--- config.mk ---
export PLATFORM = sky130hd
export DESIGN_NAME = fba_control
export DESIGN_NICKNAME = d
export VERILOG_FILES = /design/src/rtl/fba_pkg.sv /design/src/rtl/fba_control.sv
export SDC_FILE = /design/constraint.sdc
export NUM_CORES = 1
export LEC_CHECK = 0
export BUFFER_PORTS_ARGS = -buffer_cell sky130_fd_sc_hd__buf_2
export CAP_MARGIN = 20
export CORE_AREA = 2 2 39 41
export DETAILED_ROUTE_END_ITERATION = 12
export DIE_AREA = 0 0 41 43
export MAX_ROUTING_LAYER = met4
export PLACE_DENSITY = 0.59
export SLEW_MARGIN = 20
export SYNTH_ARGS = -nofsm -noshare
export SYNTH_HDL_FRONTEND = slang
export SYNTH_SLANG_ARGS = --single-unit
--- constraint.sdc ---
create_clock -name i_clk -period 1.2 [get_ports i_clk]
set_input_delay 0.24 -clock i_clk [delete_from_list [all_inputs] [get_ports i_clk]]
set_output_delay 0.24 -clock i_clk [all_outputs]
set_load 0.01 [all_outputs]
--- src/rtl/fba_pkg.sv ---
// ----------------------------------------------------------------------------
// fba_pkg
// shared types, codes and helpers for the frame bitmap allocator
// ----------------------------------------------------------------------------
`default_nettype none

package fba_pkg;

    localparam int unsigned WORD_BITS  = 32;
    localparam int unsigned PAGE_SHIFT = 12;
    localparam logic [31:0] FULL_WORD  = 32'hffff_ffff;

    // request codes
    localparam logic [1:0] OP_FIND   = 2'd0;
    localparam logic [1:0] OP_MARK   = 2'd1;
    localparam logic [1:0] OP_UNMARK = 2'd2;
    localparam logic [1:0] OP_QUERY  = 2'd3;

    typedef struct packed {
        logic [1:0]  operation;
        logic [31:0] frame_address;
    } t_fba_in;

    typedef struct packed {
        logic [26:0] free_frame_address;
        logic        found;
        logic        frame_is_free;
        logic        out_of_range;
    } t_fba_out;

    typedef enum logic [2:0] {
        ST_CLEAR,
        ST_IDLE,
        ST_FIND_RD,
        ST_FIND_CHK,
        ST_ACC_RD,
        ST_ACC_FIN
    } t_fba_state;

    // kind of result word loaded into the output register
    typedef enum logic [1:0] {
        RES_ZERO,
        RES_FOUND,
        RES_QUERY,
        RES_OOR
    } t_fba_res;

    typedef struct packed {
        logic     clr_we;
        logic     capture;
        logic     rd_scan;
        logic     rd_frame;
        logic     scan_inc;
        logic     wr_rmw;
        logic     load;
        t_fba_res res;
    } t_fba_cmd;

    typedef struct packed {
        logic       clr_last;
        logic       scan_end;
        logic       word_full;
        logic       oor;
        logic [1:0] op;
        logic       out_free;
    } t_fba_sts;

    // index of the lowest clear bit, by halving
    function automatic logic [4:0] low_zero_idx(input logic [31:0] w);
        logic [31:0] v;
        logic [15:0] v16;
        logic [7:0]  v8;
        logic [3:0]  v4;
        logic [1:0]  v2;
        logic [4:0]  idx;
        v      = ~w;
        idx[4] = (v[15:0] == 16'd0);
        v16    = idx[4] ? v[31:16] : v[15:0];
        idx[3] = (v16[7:0] == 8'd0);
        v8     = idx[3] ? v16[15:8] : v16[7:0];
        idx[2] = (v8[3:0] == 4'd0);
        v4     = idx[2] ? v8[7:4] : v8[3:0];
        idx[1] = (v4[1:0] == 2'd0);
        v2     = idx[1] ? v4[3:2] : v4[1:0];
        idx[0] = ~v2[0];
        return idx;
    endfunction

endpackage

`default_nettype wire

--- src/rtl/fba_control.sv ---
// ----------------------------------------------------------------------------
// fba_control
// request sequencer: clearing pass, word scan and read-modify-write
// ----------------------------------------------------------------------------
`default_nettype none

module fba_control
    import fba_pkg::*;
(
    input  wire logic       i_clk,
    input  wire logic       i_rst_n,
    input  wire logic       i_in_valid,
    input  wire logic [1:0] i_in_op,
    output logic            o_in_ready,
    input  wire t_fba_sts   i_sts,
    output t_fba_cmd        o_cmd
);

    t_fba_state r_state;
    t_fba_state n_state;

    always_ff @(posedge i_clk) begin
        if (!i_rst_n) begin
            r_state <= ST_CLEAR;
        end else begin
            r_state <= n_state;
        end
    end

    always_comb begin
        n_state    = r_state;
        o_in_ready = 1'b0;
        o_cmd      = '0;
        o_cmd.res  = RES_ZERO;
        case (r_state)
            ST_CLEAR: begin
                o_cmd.clr_we = 1'b1;
                if (i_sts.clr_last) begin
                    n_state = ST_IDLE;
                end
            end
            ST_IDLE: begin
                o_in_ready = 1'b1;
                if (i_in_valid) begin
                    o_cmd.capture = 1'b1;
                    n_state = (i_in_op == OP_FIND) ? ST_FIND_RD : ST_ACC_RD;
                end
            end
            ST_FIND_RD: begin
                if (i_sts.scan_end) begin
                    // nothing free in range
                    if (i_sts.out_free) begin
                        o_cmd.load = 1'b1;
                        n_state    = ST_IDLE;
                    end
                end else begin
                    o_cmd.rd_scan = 1'b1;
                    n_state       = ST_FIND_CHK;
                end
            end
            ST_FIND_CHK: begin
                if (i_sts.word_full) begin
                    o_cmd.scan_inc = 1'b1;
                    n_state        = ST_FIND_RD;
                end else if (i_sts.out_free) begin
                    o_cmd.load = 1'b1;
                    o_cmd.res  = RES_FOUND;
                    n_state    = ST_IDLE;
                end
            end
            ST_ACC_RD: begin
                if (!i_sts.oor) begin
                    o_cmd.rd_frame = 1'b1;
                end
                n_state = ST_ACC_FIN;
            end
            ST_ACC_FIN: begin
                if (i_sts.out_free) begin
                    o_cmd.load = 1'b1;
                    n_state    = ST_IDLE;
                    if (i_sts.oor) begin
                        o_cmd.res = RES_OOR;
                    end else if (i_sts.op == OP_QUERY) begin
                        o_cmd.res = RES_QUERY;
                    end else begin
                        o_cmd.wr_rmw = 1'b1;
                    end
                end
            end
            default: begin
                n_state = ST_IDLE;
            end
        endcase
    end

endmodule

`default_nettype wire

==> summary.md <==
| Metric | Value |
|---|---|
| Largest register FFs | 3 |
| Die area | 0.00176 mm^2 |
| Ys flop type | dfxtp_1 |
| Final setup margin | -232 ps |
| Crit path arrival time | 1190 ps |
| Routed length per instance | 11.7 um |
| Clock buffer depth | 2 |
| Measured slew at the worst slew-check pin | 327 ps |
| Register bit total from synthesis | 3 |
| Max Clock Skew | 8.21 ps |
| Leak Pwr | 0.329 nW |
| Status | complete, but fails checks |
| Startpoint class of the critical path | flop |
| PwrDens | 684 mW/mm^2 |
| Initial antenna violation count | 0 |
| Vias per cell | 4.90 |
| Biggest regs | r_state x3 |
| Fin util | 51.4% |
| Vias in the first global route | 414 |
| Clock slew at reported path FFs | 40 ps |
| ANT nets after route | 0 |
| Worst r2r path cells | 6 |
| Critical path data required time | 960 ps |
| Post-route design area | 711 um^2 |
| Synth area leaders | dfxtp_1, a21oi_1, nor3_1 |
| Die height | 43 um |
| Post-Syn Area | 327 um^2 |
| NetSw | 0.152 mW |
| Root Driver | clkbuf_4 |
| I/O pin cnt | 22 |
| Antenna diode count | 0 |
| Fillers | 130 |
| Fmax | 698 MHz |
| Number of distinct library cells after synthesis | 23 |
| Die W | 41 um |
| Synthesized instance count | 44 |
| TritonCTS clock tree | yes |
| Worst-path cell chain | and2b_2 > o21ai_1 > a21boi_1 > buf_2 |
| Flop pwr share | 22.3% |
| CTS sink count | 3 |
| Vias | 480 |
| Yosys top cell area share | 18.4% |
| Slowest cell on crit path | dfxtp_4 |
| Worst setup path category | flop to output port |
| Fin. max-slew vios | 0 |
| CTS buffer count | 3 |
| Fraction of layout cells with a size suffix above 1 | 76.8% |
| Switch share | 31.3% |
| Post-synth EDFFs | 0 |
| Overall routing resource usage | 14.2% |
| Failing checks | negative setup slack |
| Routability cong. | 0.817 |
| Critical path capture point type | output port |
| Most flops, register | r_state |
| Tmin final | 1430 ps |
| Comb pwr share | 37.8% |
| Int Power | 0.334 mW |
| FFs w/ async S/R, synth | 0% |
| First-pass DRT Iterations | 2 |
| Synthesis-to-layout area growth | 118% |
| Maximum number of pins on one net before global-route repair | 10 |
| Synth area leader | dfxtp_1 |
| Fin nets | 95 |
| Count leader, synth | nor2_1 |
| Max-cap violations | 0 |
| Post-Route WL | 1150 um |
| Core footprint | 0.00138 mm^2 |
| H-tree levels | 1 |
| Leading cell types by count after synthesis | nor2_1, a21oi_1, nor3_1 |
| Final hold violation count | 0 |
| Power, Total | 0.486 mW |
| Unrepaired setup endpoints after global routing | true |
| CP Max Fanout | 4 |
| Period utilisation layout | 119% |
| Slew margin rel. | 78.0% |
| Starting density of the core | 23.6% |
| Syn nets | 56 |
| First-pass GRT wire length | 1640 um |
| Syn Area/Cell | 7.42 um^2 |
| Post-DP Area | 498 um^2 |
| Initial detailed-routing violation count | 1 |
| # port buffers | 21 |
| Hold path depth | 2 |
| Hold Crit Class | input pin to flop |
| Final setup vio count | 13 |
| # rows | 14 |
| Worst skew pair latency | 250 ps |
| Sequential share of the synthesized area | 18.4% |
| Synth warnings | 0 |
| Dpl hpwl | 761 um |
| Largest stage delay, worst path | 370 ps |
| DRC viols | 0 |
| Total congestion overflow | 0 |
| VDD IR max | 0.407 mV |
| WHS | 259 ps |
| Clk pwr share | 39.8% |
## worst paths after layout
| kind | startpoint | to | slack [ps] |
|---|---|---|---|
| min reg2reg | r_state[1] | r_state[0] | 680 |
| min | i_sts[0] | r_state[1] | 260 |
| max reg2reg | r_state[0] | r_state[0] | -70 |
| max | r_state[1] | o_cmd[2] | -230 |
## layout make-up
cell class / count / area, um^2 / area share, %
Inverter: 1 / 3.75 / 0.528
Timing Repair Buffer: 37 / 272 / 38.2
Clock buffer: 4 / 26.3 / 3.70
Sequential cell: 3 / 68.8 / 9.68
Tap cell: 16 / 20.0 / 2.82
Multi-Input combinational cell: 37 / 320 / 45.1
## metal layers
metal	up-vias	track usage, %	wire length [um]
li1	235	-	-
met1	219	15.1	449
met2	24	22.5	588
met3	2	2.09	93
met4	0	10.0	19
met5	-	-	0
## timing repair
action,in CTS,in global routing
gates resized for setup,21,14
endpoints found under the setup margin,12,12
setup buffers,1,5
hold buffers,0,0
pin swaps,4,7
## placed cells by master, fill, tap and decap left out, types with 2 or more instances in the layout
cell	synthesis	layout
buf_2	0	21
buf_6	2	9
buf_4	0	6
a21oi_1	5	4
nor3_2	1	4
nor2_1	6	3
clkbuf_4	0	3
nand2b_4	0	2
nor2_2	0	2
nand2_1	4	2
dfxtp_4	0	2
## critical path, delay by kind of cell (launching register included)
family / cells / cell delay, ps
AO/OA/AOI/OAI: 2 / 200
buffers and inverters: 1 / 130
AND/OR/NAND/NOR: 1 / 240
flip-flops: 1 / 370
## stage by stage
step | worst slack [ps] | std cells | setup TNS [ps]
after CTS | -224 | 93 | -1700
after global routing | -288 | 98 | -2550
after floorplan | 27.2 | 44 | 0
final | -232 | 98 | -1950
after detailed placement | -57.5 | 88 | -164
after global placement | -60.2 | 88 | -181
## kinds of logic (layout without fill, tap and decap cells)
family | Yosys count | count (layout) | share of synthesized area, %
AOI/OAI and AO/OA | 11 | 11 | 22.2
buffers and inverters | 4 | 42 | 12.3
DFF | 3 | 3 | 18.4
and+or+nand+nor | 26 | 26 | 47.1
## power groups by stage
| stage | sequential (mW) | combinational, mW | clock (mW) |
|---|---|---|---|
| floorplan | 0.109 | 0.0649 | 0 |
| global placement | 0.115 | 0.112 | 0 |
| detailed placement | 0.115 | 0.113 | 0 |
| CTS | 0.112 | 0.132 | 0.193 |
| global route | 0.109 | 0.199 | 0.200 |
| finish | 0.109 | 0.184 | 0.194 |
(Power assumes the default switching activity.)
